--- src/rtl/core/oaht_ram.sv ---
// Generic single-write, single-read synchronous RAM with registered read data.
// No dependencies.
module oaht_ram #(
  parameter int WIDTH = 8,
  parameter int DEPTH = 256,
  localparam int AW = $clog2(DEPTH)
) (
  input  logic             clk,
  input  logic             we,
  input  logic [AW-1:0]    waddr,
  input  logic [WIDTH-1:0] wdata,
  input  logic [AW-1:0]    raddr,
  output logic [WIDTH-1:0] rdata
);

  logic [WIDTH-1:0] mem [DEPTH];

  // write port
  always_ff @(posedge clk) begin
    if (we) begin
      mem[waddr] <= wdata;
    end
  end

  // registered read port
  always_ff @(posedge clk) begin
    rdata <= mem[raddr];
  end

endmodule

--- config.mk ---
export PLATFORM = sky130hd
export DESIGN_NAME = oaht_ram
export DESIGN_NICKNAME = d
export VERILOG_FILES = /design/src/rtl/core/oaht_ram.sv
export SDC_FILE = /design/constraint.sdc
export NUM_CORES = 2
export LEC_CHECK = 0
export ABC_AREA = 1
export BUFFER_PORTS_ARGS = -buffer_cell sky130_fd_sc_hd__buf_4
export CORE_MARGIN = 3
export CORE_UTILIZATION = 30
export CTS_CLUSTER_SIZE = 40
export DETAILED_ROUTE_END_ITERATION = 10
export PLACE_DENSITY = 0.54
export SLEW_MARGIN = 15
export SYNTH_ARGS = -nofsm -noshare
export SYNTH_HDL_FRONTEND = slang
export SYNTH_SLANG_ARGS = --single-unit
--- constraint.sdc ---
create_clock -name clk -period 2.2 [get_ports clk]
set_clock_uncertainty 0.05 [all_clocks]
set_input_delay 0.11 -clock clk [delete_from_list [all_inputs] [get_ports clk]]
set_output_delay 0.11 -clock clk [all_outputs]
set_load 0.03 [all_outputs]
After elaboration in Yosys (flattened, before gate mapping)
Memory sizes are Yosys's and may differ from the RTL's. A register that Yosys moved wholly into a read port is not among the register bits.
Index checks and enable logic that the tools add are counted.
{"block": "word_totals", "mem_bits_rw": 2048, "out_inout_bits": 8, "n_memories": 1, "register_bits": 0, "inputBits": 26, "elab_cells": 3}
{"memory": "mem", "depth": 256, "width": 8, "rd": 1, "rd_clocked_by_memory_dff": 1, "wr": 1, "line": "16", "source": "logic [WIDTH-1:0] mem [DEPTH];"}
{"block": "classes", "n_mux": 2}
{"cell": "$mux W1", "count": 2}

Longest topological paths before layout
{"block": "logic_depth", "word_depth": 2, "mapped_depth": 15, "mapped_depth_nobuf": 11}

Worst setup path after synthesis
No wires, ideal clock.
{"block": "synth_timing", "kind": "input port to flip-flop", "startpoint": "in we", "endpoint": "mem mem[162][0], enable pin", "stages": 4, "n_path_buf": 2, "arrival_time_ps": 1231, "required_time_ps": 1780, "slack_ps": 549, "setup_time_ps": 370, "cell_sequence": "clkbuf_1 nand3_1 clkbuf_1 nor2_1"}
{"block": "synth_between", "elab_chain_cells": 2}
{"item": "start, declared", "line": "9", "source": "input logic we,"}
{"item": "$mux W1", "line": "20", "source": "if (we) begin"}
{"item": "$mux W1 (not written as such)", "line": "21", "source": "mem[waddr] <= wdata;"}
{"item": "end, declared", "line": "16"}
Every way passes these cells.

Final worst setup path
{"block": "layout_timing", "startpoint": "in waddr[5]", "endpoint": "mem mem[29][6], enable pin"}
{"item": "start, declared", "line": "10", "source": "input logic [AW-1:0] waddr,"}
Straight into the memory's write port.

==> metrics.md <==
| Metric | Value |
|---|---|
| Slew headroom | 0.482 |
| Post-synth EDFFs | 2048 |
| Syn Nets | 7029 |
| Synth cell types | 14 |
| Die height | 533 µm |
| Clock Sinks | 2056 |
| CP max-delay cell | dlygate4sd3_1 |
| Critical Path Fanout Max | 16 |
| Synth top cells by count | nand2_1, edfxtp_1, nand3_1 |
| WP buf/inv | 5 |
| Yosys warnings | 0 |
| Highest routed metal layer | met4 |
| Layout Area Growth over Synthesis | 19.3% |
| Crit path arrival time | 2.65 ns |
| MaxCap Viol Count | 0 |
| Port Buf Inserts | 33 |
| Die Width | 533 µm |
| Status | finished, final reports clean |
| Maximum vdd drop | 0.690 mV |
| CP delay by family, top | buffers and inverters |
| Met2 wire len | 120 mm |
| Clock-pin slew on the worst setup and hold paths | 0.06 ns |
| Largest net degree at the start of global routing | 92 |
| Minimum clock period | 2.15 ns |
| Static Leak | 35.0 nW |
| Worst Setup End Kind | flop |
| Num CTS Buffers | 204 |
| DR iter-0 viols | 5996 |
| Ratio of cells with drive above 1 in the final layout | 0.133 |
| Total Power | 0.0840 W |
| Vias in the first global route | 54850 |
| # IOs | 34 |
| Wire length on met1 | 105 mm |
| Max clock buf depth | 3 |
| Nets@finish | 7470 |
| Synth Flop Type | edfxtp_1 |
| Initial antenna violation count | 8 |
| DRT Wirelength | 251 mm |
| CTS tree | built |
| Part of the cycle the worst path needs | 0.975 |
| RSZ-0062 raised after global routing | false |
| Post-Syn Area | 83400 µm² |
| Root Buffer | clkbuf_16 |
| Synthesized area per cell | 11.9 µm² |
| RD Place Congestion | 0.896 |
| Most frequent cell after synthesis | nand2_1 |
| Wirelength per Cell | 22.2 µm |
| Final hold violation count | 0 |
| Initial Util | 0.303 |
| Grt ovf | 0 |
| Post-synth top area share | 0.737 |
| Power per cell area | 844 nW/µm² |
| Fin util | 0.362 |
| Wire length on met3 | 15.4 mm |
| Worst EP required | 2.70 ns |
| Total number of vias | 55948 |
| Total Routing Usage GR | 0.172 |
| Core area | 275000 µm² |
| Ys async rst share | 0 |
| FMAX | 466 MHz |
| H-tree Lvls | 4 |
| Critical-path cell list | dlygate4sd3_1, buf_4, nor2_1, nand2_1, buf_12, dlygate4sd3_1, nor2_2, buf_4 |
| FF+latch count, synth | 2056 |
| # setup viols final | 0 |
| Slew Limit Fails | 0 |
| Final ANT Viol Nets | 0 |
| Startpoint Class | input port |
| Worst skew pair latency | 0.86 ns |
| Routed vias/inst | 4.95 |
| Synth area leader | edfxtp_1 |
| Total Die Area | 284000 µm² |
| CP peak stage delay | 0.66 ns |
| First-pass GRT wire length | 369 mm |
| Cells after Synth | 7003 |
| Least-Margin Pin Slew | 0.777 ns |
| Post-CTS Setup Bufs | 0 |
| WS Path Type | input port to flop |
| Synth top area cells | edfxtp_1, nand3_1, nand2_1 |
| Worst hold-check path type | input port to flop |
| # rows | 192 |
| DRC | 0 |
| Drt first pass iters | 5 |
| Final HPWL DP | 159 mm |
| Sequential area share after synthesis | 0.739 |
==> layer usage <==
layer / global-route usage / vias up
met1: 0.229 / 27828
met5: 0 / -
met3: 0.0247 / 365
met4: 0.0655 / 0
met2: 0.286 / 1958
li1: - / 25797
==> worst min-delay path, cell delays in order <==
cell and delay, ns:
buf_4 0.14, nand2_1 0.15, nor2_1 0.09, inv_1 0.11
nor2_1 0.06, buf_4 0.17
==> through the flow <==
| step | cell area [µm²] | std cells | worst slack (ns) | TNS (ns) | hold slack, ns |
|---|---|---|---|---|---|
| after global placement | 92600 | 10903 | -0.193 | -0.753 | 0.380 |
| after floorplan | 83400 | 7003 | 0.549 | 0 | 0.159 |
| after global routing | 99500 | 11305 | 0.0289 | 0 | 0.0805 |
| final | 99500 | 11309 | 0.0543 | 0 | 0.0947 |
| after detailed placement | 92600 | 10903 | -0.154 | -0.579 | 0.386 |
| after CTS | 99500 | 11300 | 0.0517 | 0 | 0.00470 |
==> timing repair <==
item,in CTS,in global routing
hold buffers,21,0
setup endpoints to repair,0,7
gates resized for setup,0,2
hold endpoints to repair,2040,0
==> kinds of logic (layout without fill, tap and decap cells) <==
logic type,Yosys count,count (layout),synth area share
buffers and inverters,522,1133,0.0312
flip-flops,2056,2056,0.739
other,0,9,0
AND/OR/NAND/NOR,4425,4425,0.229
==> power breakdown <==
| part | total [W] | internal [W] | switching, W |
|---|---|---|---|
| Combinational | 0.00576 | 0.00172 | 0.00403 |
| Sequential | 0.0433 | 0.0432 | 0.000103 |
| Clock | 0.0350 | 0.0198 | 0.0152 |
| Total | 0.0840 | 0.0647 | 0.0193 |
==> cell usage in the layout, fill, tap and decap left out, types with 2 or more instances in the layout <==
cell	count
nand2_1	2115
edfxtp_1	2048
nand3_1	2019
buf_4	555
nor2_1	281
clkbuf_16	204
buf_12	131
clkinv_2	40
clkinv_1	39
clkbuf_1	35
inv_1	34
bufinv_16	23
dlygate4sd3_1	21
clkinvlp_4	14
buf_8	11
diode_2	9
nand2_2	8
inv_6	8
dfxtp_1	8
clkinv_16	5
inv_8	3
clkinv_4	3
clkinv_8	3
inv_16	2
nor2_2	2
==> area by class of cell <==
cell class              count  area [µm²]
diodes                      9        22.5
clock buffers             239        5240
clock inverters           137        1470
fillers                 26531      176000
inverters                  39         180
multi-input cells        4425       19200
flip-flops and latches   2056       61700
well taps                3686        4610
repair buffers            718        7160
==> registers in the layout, indices dropped and copies added, names as in the netlist <==
signal / count
mem: 2048
rdata: 8
==> path summary, 6_finish.rpt <==
check | cells past startpoint | startpoint | slack (ns) | endpoint
worst max-delay path | 8 | waddr[5] | 0.05 | mem[29][6]
worst min-delay path | 6 | waddr[0] | 0.09 | mem[175][5]
worst max register to register | 11 | mem[177][0] | 0.25 | rdata[0]
worst min register to register | 10 | mem[82][3] | 0.96 | rdata[3]
Power figures use the tool's default switching activity.
