### src/rtl/core/oaht_pkg.sv
// Shared types and constants for the open-addressing hash table.
// No dependencies; used through scoped names by every module but oaht_ram.
package oaht_pkg;

  // Default sizing, handed to the top-level parameters
  localparam int DEF_TABLE_SLOTS = 256;
  localparam int DEF_KEY_BITS    = 32;
  localparam int DEF_VALUE_BITS  = 64;

  // Fixed field widths of the streaming ports
  localparam int CMD_W     = 2;
  localparam int STATUS_W  = 2;
  localparam int HASH_W    = 32;
  localparam int KEY_IN_W  = 32;
  localparam int VAL_IN_W  = 64;
  localparam int LIMIT_W   = 9;
  localparam int SLOT_ST_W = 2;

  localparam logic [LIMIT_W-1:0] LOAD_LIMIT_RST = 9'd192;

  // Commands
  localparam logic [CMD_W-1:0] CMD_SET = 2'd0;
  localparam logic [CMD_W-1:0] CMD_GET = 2'd1;
  localparam logic [CMD_W-1:0] CMD_DEL = 2'd2;

  // Result status codes
  localparam logic [STATUS_W-1:0] STAT_OK   = 2'd0;
  localparam logic [STATUS_W-1:0] STAT_MISS = 2'd1;
  localparam logic [STATUS_W-1:0] STAT_FULL = 2'd2;

  // Slot state codes
  localparam logic [SLOT_ST_W-1:0] SLOT_EMPTY = 2'd0;
  localparam logic [SLOT_ST_W-1:0] SLOT_LIVE  = 2'd1;
  localparam logic [SLOT_ST_W-1:0] SLOT_TOMB  = 2'd2;

  // Controller states
  typedef enum logic [2:0] {
    ST_CLEAR,
    ST_IDLE,
    ST_HASH,
    ST_PROBE,
    ST_DONE
  } state_t;

endpackage

### src/rtl/core/oaht_mod.sv
// Reduces a 32-bit key hash to a starting slot index (hash mod slot count).
// Depends on oaht_pkg. Power-of-two slot counts register the low hash bits; others
// register the hash, a reciprocal-multiply estimate, then one conditional subtract.
module oaht_mod #(
  parameter int TABLE_SLOTS = oaht_pkg::DEF_TABLE_SLOTS,
  localparam int IW = $clog2(TABLE_SLOTS)
) (
  input  logic                        clk,
  input  logic                        rst_n,
  input  logic                        start,
  input  logic [oaht_pkg::HASH_W-1:0] hash_in,
  output logic                        done,
  output logic [IW-1:0]               rem
);

  localparam bit IS_POW2 = (TABLE_SLOTS == (1 << IW));

  generate
    if (IS_POW2) begin : g_mask
      logic          done_r;
      logic [IW-1:0] rem_r;

      // low bits are the remainder
      always_ff @(posedge clk) begin
        if (!rst_n) begin
          done_r <= 1'b0;
        end else begin
          done_r <= start;
        end
      end

      always_ff @(posedge clk) begin
        if (start) begin
          rem_r <= hash_in[IW-1:0];
        end
      end

      assign done = done_r;
      assign rem  = rem_r;
    end else begin : g_recip
      localparam int HW = oaht_pkg::HASH_W;
      localparam int SH = HW + IW;
      // floor(2^SH / slots): quotient estimate is exact or one below
      localparam logic [HW:0] RECIP = (HW+1)'((64'd1 << SH) / 64'(TABLE_SLOTS));
      localparam logic [IW:0] MODN  = (IW+1)'(TABLE_SLOTS);

      logic          ph1_r, ph2_r, done_r;
      logic [HW-1:0] hash_r;
      logic [IW:0]   quo_r;
      logic [IW-1:0] rem_r;
      logic [2*HW:0] prod;
      logic [IW:0]   est;

      // only the low bits of quotient and remainder matter: the estimate
      // lies below twice the slot count
      assign prod = (2*HW+1)'(hash_r) * (2*HW+1)'(RECIP);
      assign est  = hash_r[IW:0] - (IW+1)'(quo_r * MODN);

      // phase flags
      always_ff @(posedge clk) begin
        if (!rst_n) begin
          ph1_r  <= 1'b0;
          ph2_r  <= 1'b0;
          done_r <= 1'b0;
        end else begin
          ph1_r  <= start;
          ph2_r  <= ph1_r;
          done_r <= ph2_r;
        end
      end

      // hash capture, quotient estimate, corrected remainder
      always_ff @(posedge clk) begin
        if (start) begin
          hash_r <= hash_in;
        end
        if (ph1_r) begin
          quo_r <= prod[SH +: IW+1];
        end
        if (ph2_r) begin
          rem_r <= (est >= MODN) ? IW'(est - MODN) : est[IW-1:0];
        end
      end

      assign done = done_r;
      assign rem  = rem_r;
    end
  endgenerate

endmodule

### config.mk
export PLATFORM = sky130hd
export DESIGN_NAME = oaht_mod
export DESIGN_NICKNAME = d
export VERILOG_FILES = /design/src/rtl/core/oaht_pkg.sv /design/src/rtl/core/oaht_mod.sv
export SDC_FILE = /design/constraint.sdc
export NUM_CORES = 1
export LEC_CHECK = 0
export BUFFER_PORTS_ARGS = -buffer_cell sky130_fd_sc_hd__clkbuf_2
export CORE_AREA = 2 2 39 41
export DETAILED_ROUTE_END_ITERATION = 16
export DIE_AREA = 0 0 41 43
export SLEW_MARGIN = 0
export SYNTH_ARGS = -nofsm -noshare
export SYNTH_HDL_FRONTEND = slang
export SYNTH_SLANG_ARGS = --single-unit
### constraint.sdc
create_clock -name clk -period 0.8 [get_ports clk]
set_input_delay 0.16 -clock clk [delete_from_list [all_inputs] [get_ports clk]]
set_output_delay 0.16 -clock clk [all_outputs]
set_load 0.02 [all_outputs]
# ---- Yosys cells after proc, flatten, opt, wreduce, memory -nomap -nowiden
# Index checks and enable logic that the tools add are counted.
dict set report totals {
  regBits 9
  latchBits 0
  ramBits 0
  romBits 0
  inputBits 35
  output_inout_bits 9
  word_cells 2
  n_memories 0
}
dict set report op_classes {
  add_sub_neg 0
  n_mul 0
  div 0
  magnitude_cmp 0
  eq_ne 0
  shifts 0
  mux 0
  bitwise_logic 0
  reduce_logical 0
}

# ---- Depth between registers and ports, before layout
# Gate-level depths: netlist of run 1.
dict set report depth {
  word_depth 0
  mapped_depth 1
  ltp_nobuf 1
}

# ---- Worst setup path after synthesis of run 1
# No wires, ideal clock.
dict set report synth_timing {
  path_kind {register -> output}
  from {reg g_mask.rem_r[0], in the netlist rem[0]}
  to {out rem[0]}
  arrival_ps 449
  required_time_ps 640
  setup_slack_ps 191
  stages_incl_launch_ff 1
  path_buffers 0
  cell_sequence {edfxtp_1}
}
# item line
set synth_rtl {}
lappend synth_rtl {{start: declaration} oaht_mod.sv:21} ;# logic [IW-1:0] rem_r;
lappend synth_rtl {{start signal: assignment} oaht_mod.sv:34} ;# rem_r <= hash_in[IW-1:0];
lappend synth_rtl {{end: declaration} oaht_mod.sv:13} ;# output logic [IW-1:0] rem
# No word-level cell between the ends.

# ---- Final worst setup path of run 1
dict set report layout_timing {
  from {reg g_mask.rem_r[2], in the netlist rem[2]}
  to {out rem[2]}
}
# No word-level cell between the ends.

==> results.py, run 1 <==
metrics = {
    "sta": {
        "period_share_pct": 117.0,
        "final.setup.tns_ps": -1063,
        "finalHoldViolations": 0,
        "whs_ps": 79.68,
        "rsz0062_at_grt": "true",
        "setup_ws_ps": -136.1,
        "min_period_ps": 936.1,
        "worstMarginPinSlew_ps": 206.1,
        "max_freq_mhz": 1068,
        "slew_violations": 0,
        "slew_headroom_pct": 86.26,
        "finalSetupViolCount": 9,
    },
    "detailed_routing": {
        "avgRoutedWirePerCell_um": 9.857,
        "wirelength_um": 483,
        "first_pass_iters": 1,
        "drc": 0,
        "first_iter_violations": 0,
        "vias": 179,
        "drtAntennaViolNets": 0,
        "viasPerCell": 3.653,
    },
    "logic_synthesis": {
        "ys_top_cells_by_count": "edfxtp_1, and2_1, dfxtp_1",
        "syn-mean-instance-area_um2": 26.65,
        "synth.distinct_cells": 3,
        "synth_ff_type": "edfxtp_1",
        "yosysMostFrequentCell": "edfxtp_1",
        "synth-seq-cells": 9,
        "postSynthCellCount": 10,
        "yosys.area.top_type": "edfxtp_1",
        "synth_top_cell_area_share_pct": 90.14,
        "ys_warn_count": 0,
        "synth_edf_count": 8,
        "ys_seq_area_share_pct": 97.65,
        "synth_area_um2": 266.5,
        "async_flop_share_pct": 0,
        "synth_area_leaders": "edfxtp_1, dfxtp_1, and2_1",
        "synth_nets": 45,
    },
    "floorplanning": {
        "io_pins": 44,
        "die_y_um": 43,
        "rows": 14,
        "coreArea_mm2": 0.001384,
        "die_w_um": 41,
        "design.die.area_mm2": 0.001763,
        "initial_core_util_pct": 19.26,
    },
    "worst_setup_path": {
        "cp_num_buf_inv": 1,
        "end_kind": "primary output",
        "cp_max_fo": 1,
        "crit_chain": "buf_6",
        "path_class": "reg -> out",
        "critPathLaunchType": "flip-flop",
        "path_delay_family": "flip-flops",
        "max_stage_delay_ps": 380,
        "slowest_stage": "edfxtp_1",
        "cp_data_arrival_time_ps": 780,
        "critPathRequiredTime_ps": 640,
    },
    "clocking": {
        "cts_tree": "built",
        "hold_buffers": 0,
        "postCtsResizedCells": 3,
        "cts_root_buf": "clkbuf_4",
        "clk_pin_slew_ps": 60,
        "clock-sinks": 9,
        "post_cts_buffers": 0,
        "cts-buffers-inserted": 3,
        "h-tree-depth": 1,
        "clockBufferDepth": 2,
    },
    "final_layout": {
        "diodes": 0,
        "fin_area_um2": 444.2,
        "syn2layout_area_growth_pct": 66.67,
        "nets": 69,
        "drive_above_1_share_pct": 69.70,
    },
    "global_routing": {
        "overflow": 0,
        "grt_pass1_wl_um": 655,
        "grt_max_degree": 10,
        "antenna_found_initial": 0,
        "grtUsageTotal_pct": 6.409,
        "grt_pass1_vias": 176,
    },
    "job": {
        "maxCapViolations": 0,
    },
    "place": {
        "io_buffers": 19,
        "postPlaceCellArea_um2": 381.6,
        "finalWeightedCongestion": 0.5259,
    },
    "power_and_ir_drop": {
        "power.leakage_nw": 0.1933,
        "peakVddDrop_mv": 0.7230,
        "p_per_area_mw_per_mm2": 2322,
    },
    "outcome": {
        "violations": "setup timing",
        "status": "complete, but fails checks",
    },
    "worst_hold_path": {
        "worstHoldPathType": "in -> reg",
    },
}
metal layers:
| metal | track usage (%) | vias up | routed length (um) | part of all wire [%] |
|---|---|---|---|---|
| met5 | 0 | - | 0 | 0 |
| met4 | 6.000 | 0 | 0 | 0 |
| met3 | 5.236 | 0 | 88 | 18 |
| met2 | 7.187 | 19 | 162 | 34 |
| met1 | 7.047 | 76 | 233 | 48 |
| li1 | - | 84 | - | - |
area by class of cell:
type,instances,area (um^2)
Multi-Input combinational cell,1,6.256
Timing Repair Buffer,19,130.1
Tap cell,16,20.02
Fill cell,147,939.7
Clock buffer,4,26.28
Sequential cell,9,261.5
per-stage QoR:
step	utilization, %	power [mW]	worst slack [ps]	std cells
2_1_floorplan	-	0.6188	190.5	10
3_3_place_gp	27.58	0.6792	108.8	45
3_5_place_dp	27.58	0.6815	104.7	45
4_1_cts	30.20	1.036	-151.7	49
5_1_grt	32.10	1.088	-181.5	49
6_report	32.10	1.031	-136.1	49
cells in the final DEF, fill, tap and decap left out:
master and n:
buf_2 4, and2_1 1, clkbuf_1 1, buf_6 4, dfxtp_2 1, clkbuf_4 3
edfxtp_1 8, clkbuf_2 10, buf_8 1
power by group:
group,leakage (nW),internal (mW),switching [mW],total [mW]
Clock,0.0150,0.191,0.143,0.334
Sequential,0.0869,0.552,0.0115,0.563
Combinational,0.0914,0.0638,0.0702,0.134
cell families (layout without fill, tap and decap cells):
logic type	Yosys count	count (layout)	share of synthesized area [%]
buf+inv	0	23	0
flops	9	9	97.65
simple gates	1	1	2.349
worst paths after layout:
path  startpoint      to  cells past startpoint
min   hash_in[2]  rem[2]                      1
max       rem[2]  rem[2]                      1
flip-flops by register name, indices dropped and copies added (netlist names):
register  cells
rem           8
done          1
No activity file was read; power rests on OpenSTA's default activity.
==> run 2: changes to the inputs <==
--- a/config.mk
+++ b/config.mk
@@ -5,10 +5,12 @@
 export SDC_FILE = /design/constraint.sdc
 export NUM_CORES = 1
 export LEC_CHECK = 0
+export ABC_AREA = 1
 export BUFFER_PORTS_ARGS = -buffer_cell sky130_fd_sc_hd__clkbuf_2
 export CORE_AREA = 2 2 39 41
 export DETAILED_ROUTE_END_ITERATION = 16
 export DIE_AREA = 0 0 41 43
+export PLACE_DENSITY = 0.63
 export SLEW_MARGIN = 0
 export SYNTH_ARGS = -nofsm -noshare
 export SYNTH_HDL_FRONTEND = slang
==> results.py, run 2 <==
metrics = {
    "logic_synthesis": {
        "synth_ff_type": "edfxtp_1",
        "ys_warn_count": 0,
        "synth_top_cell_area_share_pct": 89.72,
        "async_flop_share_pct": 0,
        "yosysMostFrequentCell": "edfxtp_1",
        "synth.distinct_cells": 4,
        "ys_top_cells_by_count": "edfxtp_1, dfxtp_1, inv_1, nand2_1",
        "synth_nets": 46,
        "syn-mean-instance-area_um2": 24.34,
        "synth_area_leaders": "edfxtp_1, dfxtp_1, inv_1, nand2_1",
        "ys_seq_area_share_pct": 97.20,
        "synth_area_um2": 267.8,
        "synth-seq-cells": 9,
        "postSynthCellCount": 11,
        "yosys.area.top_type": "edfxtp_1",
        "synth_edf_count": 8,
    },
    "worst_setup_path": {
        "cp_num_buf_inv": 1,
        "critPathLaunchType": "flip-flop",
        "crit_chain": "buf_2",
        "cp_max_fo": 1,
        "max_stage_delay_ps": 370,
        "critPathRequiredTime_ps": 640,
        "path_delay_family": "flip-flops",
        "slowest_stage": "edfxtp_1",
        "cp_data_arrival_time_ps": 800,
        "end_kind": "primary output",
        "path_class": "reg -> out",
    },
    "place": {
        "finalWeightedCongestion": 0.6710,
        "postPlaceCellArea_um2": 382.9,
        "io_buffers": 19,
    },
    "final_layout": {
        "syn2layout_area_growth_pct": 66.35,
        "utilization_pct": 32.19,
        "diodes": 0,
        "final_cell_mix": "clkbuf_2, edfxtp_1, buf_6, buf_2, clkbuf_4",
        "n_fill_cell": 141,
        "multiInputGateArea_um2": 3.754,
        "nets": 70,
        "seq_area_um2": 261.5,
        "final_common_cell": "clkbuf_2",
        "drive_above_1_share_pct": 67.65,
        "fin_area_um2": 445.4,
        "largest_reg_flops": 8,
    },
    "clocking": {
        "post_cts_buffers": 0,
        "hold_buffers": 0,
        "clock-sinks": 9,
        "clockBufferDepth": 2,
        "h-tree-depth": 1,
        "cts-buffers-inserted": 3,
        "clk_pin_slew_ps": 60,
        "cts_root_buf": "clkbuf_4",
        "cts_tree": "built",
    },
    "detailed_routing": {
        "wirelength_um": 524,
        "first_pass_iters": 1,
        "drc": 0,
        "avgRoutedWirePerCell_um": 10.48,
        "drtAntennaViolNets": 0,
        "vias": 171,
        "viasPerCell": 3.420,
        "first_iter_violations": 0,
    },
    "global_routing": {
        "overflow": 0,
        "grt_pass1_wl_um": 731,
        "grt_max_degree": 10,
        "grt_pass1_vias": 164,
        "antenna_found_initial": 0,
        "grtUsageTotal_pct": 7.582,
    },
    "worst_hold_path": {
        "worstHoldPathType": "in -> reg",
    },
    "floorplanning": {
        "coreArea_mm2": 0.001384,
        "die_y_um": 43,
        "design.die.area_mm2": 0.001763,
        "io_pins": 44,
        "rows": 14,
        "die_w_um": 41,
        "initial_core_util_pct": 19.35,
    },
    "sta": {
        "slew_violations": 0,
        "finalHoldViolations": 0,
        "setup_ws_ps": -155.5,
        "period_share_pct": 119.4,
        "max_freq_mhz": 1047,
        "finalSetupViolCount": 9,
        "rsz0062_at_grt": "true",
        "worstMarginPinSlew_ps": 213.2,
        "slew_headroom_pct": 85.79,
        "final.setup.tns_ps": -1122,
        "min_period_ps": 955.5,
    },
    "job": {
        "maxCapViolations": 0,
    },
    "power_and_ir_drop": {
        "power.leakage_nw": 0.2007,
        "p_per_area_mw_per_mm2": 2321,
        "peakVddDrop_mv": 0.7952,
    },
    "outcome": {
        "status": "complete, but fails checks",
        "violations": "setup timing",
    },
}
==> run 2: cell count changes after synthesis <==
cell / change
and2_1: -1
inv_1: +1
nand2_1: +1
==> run 2: power breakdown <==
part           total [mW]  switching [mW]  internal (mW)  leakage [nW]
clock network       0.334           0.143          0.191        0.0150
registers           0.564          0.0126          0.552        0.0869
logic               0.135          0.0718         0.0635        0.0988
==> run 2: cells by family (layout without fill, tap and decap cells) <==
| logic type | Yosys count | count (layout) | synth area share, % |
|---|---|---|---|
| and+or+nand+nor | 1 | 1 | 1.401 |
| DFF | 9 | 9 | 97.20 |
| buffers and inverters | 1 | 24 | 1.401 |
==> run 2: final timing paths <==
kind,slack [ps],to,cells past startpoint,from
max,-160,rem[6],1,rem[6]
min,80,rem[6],1,hash_in[6]
==> run 2: per-layer routing <==
metal  global-route usage [%]  wire length [um]
met3                    3.665               100
met1                    11.00               265
met5                        0                 0
met4                    10.00                 0
met2                    6.250               158
==> run 2: cell type report <==
type / instances / share of cell area, %
sequential: 9 / 58.71
timing repair buffer: 19 / 29.21
clock buffer: 4 / 5.899
tap: 16 / 4.494
multi-input combinational: 1 / 0.8427
inverter: 1 / 0.8427
==> run 2: what timing repair did <==
item,in CTS,in global routing
endpoints found under the setup margin,9,9
gates resized for setup,3,17
hold endpoints to repair,0,0
==> run 2: stage by stage <==
step	power (mW)	setup slack, ps	instances	hold WS (ps)
after floorplan	0.6190	190.5	11	253.5
after global placement	0.6830	109.9	46	339.3
after detailed placement	0.6846	109.0	46	338.6
after CTS	1.031	-171.6	50	70.09
after global routing	1.094	-196.3	50	68.20
final	1.034	-155.5	50	78.62
==> run 3: changes to the inputs <==
--- a/config.mk
+++ b/config.mk
@@ -5,7 +5,6 @@
 export SDC_FILE = /design/constraint.sdc
 export NUM_CORES = 1
 export LEC_CHECK = 0
-export ABC_AREA = 1
 export BUFFER_PORTS_ARGS = -buffer_cell sky130_fd_sc_hd__clkbuf_2
 export CORE_AREA = 2 2 39 41
 export DETAILED_ROUTE_END_ITERATION = 16
==> results.py, run 3 (synthesis gave the netlist of run 1 again) <==
metrics = {
    "outcome": {
        "status": "complete, but fails checks",
        "violations": "setup timing",
    },
    "detailed_routing": {
        "viasPerCell": 3.571,
        "dr_wl_met3_um": 111,
        "vias": 175,
        "met2_length_um": 197,
        "first_iter_violations": 2,
        "highest_layer": "met3",
        "wirelength_um": 548,
        "drt-met1-wl_um": 239,
        "drc": 0,
        "drtAntennaViolNets": 0,
        "first_pass_iters": 2,
        "avgRoutedWirePerCell_um": 11.18,
    },
    "final_layout": {
        "multiInputGateArea_um2": 6.256,
        "final_cell_mix": "clkbuf_2, edfxtp_1, buf_6",
        "diodes": 0,
        "largest_reg_flops": 8,
        "final_cells": 49,
        "nets": 69,
        "n_fill_cell": 140,
        "drive_above_1_share_pct": 69.70,
        "final_common_cell": "clkbuf_2",
        "seq_area_um2": 261.5,
        "syn2layout_area_growth_pct": 71.36,
    },
    "sta": {
        "min_period_ps": 968.0,
        "slew_headroom_pct": 86.75,
        "finalHoldViolations": 0,
        "slew_violations": 0,
        "final.setup.tns_ps": -1207,
        "worstMarginPinSlew_ps": 198.8,
        "finalSetupViolCount": 9,
        "period_share_pct": 121.0,
        "rsz0062_at_grt": "true",
        "setup_ws_ps": -168.0,
        "max_freq_mhz": 1033,
    },
    "power_and_ir_drop": {
        "power.leakage_nw": 0.1976,
        "peakVddDrop_mv": 0.8024,
        "p_per_area_mw_per_mm2": 2307,
    },
    "worst_hold_path": {
        "worstHoldPathType": "in -> reg",
    },
    "worst_setup_path": {
        "cp_num_buf_inv": 1,
        "end_kind": "primary output",
        "max_stage_delay_ps": 410,
        "critPathRequiredTime_ps": 640,
        "cp_data_arrival_time_ps": 810,
        "cp_max_fo": 1,
        "crit_chain": "buf_6",
        "path_delay_family": "flip-flops",
        "slowest_stage": "edfxtp_1",
        "path_class": "reg -> out",
        "critPathLaunchType": "flip-flop",
    },
    "global_routing": {
        "overflow": 0,
        "grt_pass1_vias": 193,
        "grtUsageTotal_pct": 7.857,
        "antenna_found_initial": 0,
        "grt_pass1_wl_um": 828,
        "grt_max_degree": 10,
    },
    "clocking": {
        "cts_root_buf": "clkbuf_4",
        "clockBufferDepth": 2,
        "clk_pin_slew_ps": 60,
        "h-tree-depth": 1,
        "cts-buffers-inserted": 3,
        "clock-sinks": 9,
        "post_cts_buffers": 0,
        "cts_tree": "built",
    },
    "floorplanning": {
        "initial_core_util_pct": 19.26,
        "io_pins": 44,
        "die_w_um": 41,
        "design.die.area_mm2": 0.001763,
        "rows": 14,
        "die_y_um": 43,
        "coreArea_mm2": 0.001384,
    },
    "place": {
        "io_buffers": 19,
        "finalWeightedCongestion": 0.6769,
        "placed_cells": 45,
    },
    "job": {
        "maxCapViolations": 0,
    },
}
run 3: cell count changes in the layout (fill, tap and decap cells not counted), sizes merged:
cell   change
and2       +1
inv        -1
nand2      -1
run 3: path summary, 6_finish.rpt:
path / start / to / slack [ps] / cells after the start
setup / recovery: rem[5] / rem[5] / -170 / 1
hold / removal: hash_in[2] / rem[2] / 80 / 1
run 3: final cells by class:
| type | count | area share, % |
|---|---|---|
| sequential | 9 | 57.26 |
| clock buffer | 4 | 5.753 |
| multi-input combinational | 1 | 1.370 |
| tap | 16 | 4.384 |
| timing repair buffer | 19 | 31.23 |
run 3: through the flow:
| step | cell area (um^2) | total power [mW] | util [%] | hold slack (ps) | worst slack, ps |
|---|---|---|---|---|---|
| final | 456.7 | 1.054 | 33.00 | 81.06 | -168.0 |
| after global routing | 456.7 | 1.117 | 33.00 | 67.15 | -204.0 |
| after CTS | 417.9 | 1.041 | 30.20 | 72.72 | -185.9 |
| after detailed placement | 381.6 | 0.6855 | 27.58 | 339.6 | 98.79 |
| after global placement | 381.6 | 0.6821 | 27.58 | 339.3 | 113.5 |
| after floorplan | 266.5 | 0.6188 | - | 258.9 | 190.5 |
run 3: report_power, final:
part | internal (mW) | switching (mW) | leakage (nW) | total (mW)
sequential | 0.552 | 0.0161 | 0.0869 | 0.568
combinational | 0.0728 | 0.0705 | 0.0957 | 0.143
clock | 0.192 | 0.150 | 0.0150 | 0.342
run 3: per-layer routing:
metal / track usage, % / up-vias
li1: - / 83
met1: 10.17 / 72
met2: 8.438 / 20
met3: 5.759 / 0
met4: 6.000 / 0
met5: 0 / -
run 3: repair_timing:
| item | in CTS | in global routing |
|---|---|---|
| gates resized for setup | 3 | 21 |
| endpoints found under the setup margin | 9 | 9 |
| hold buffers | 0 | 0 |
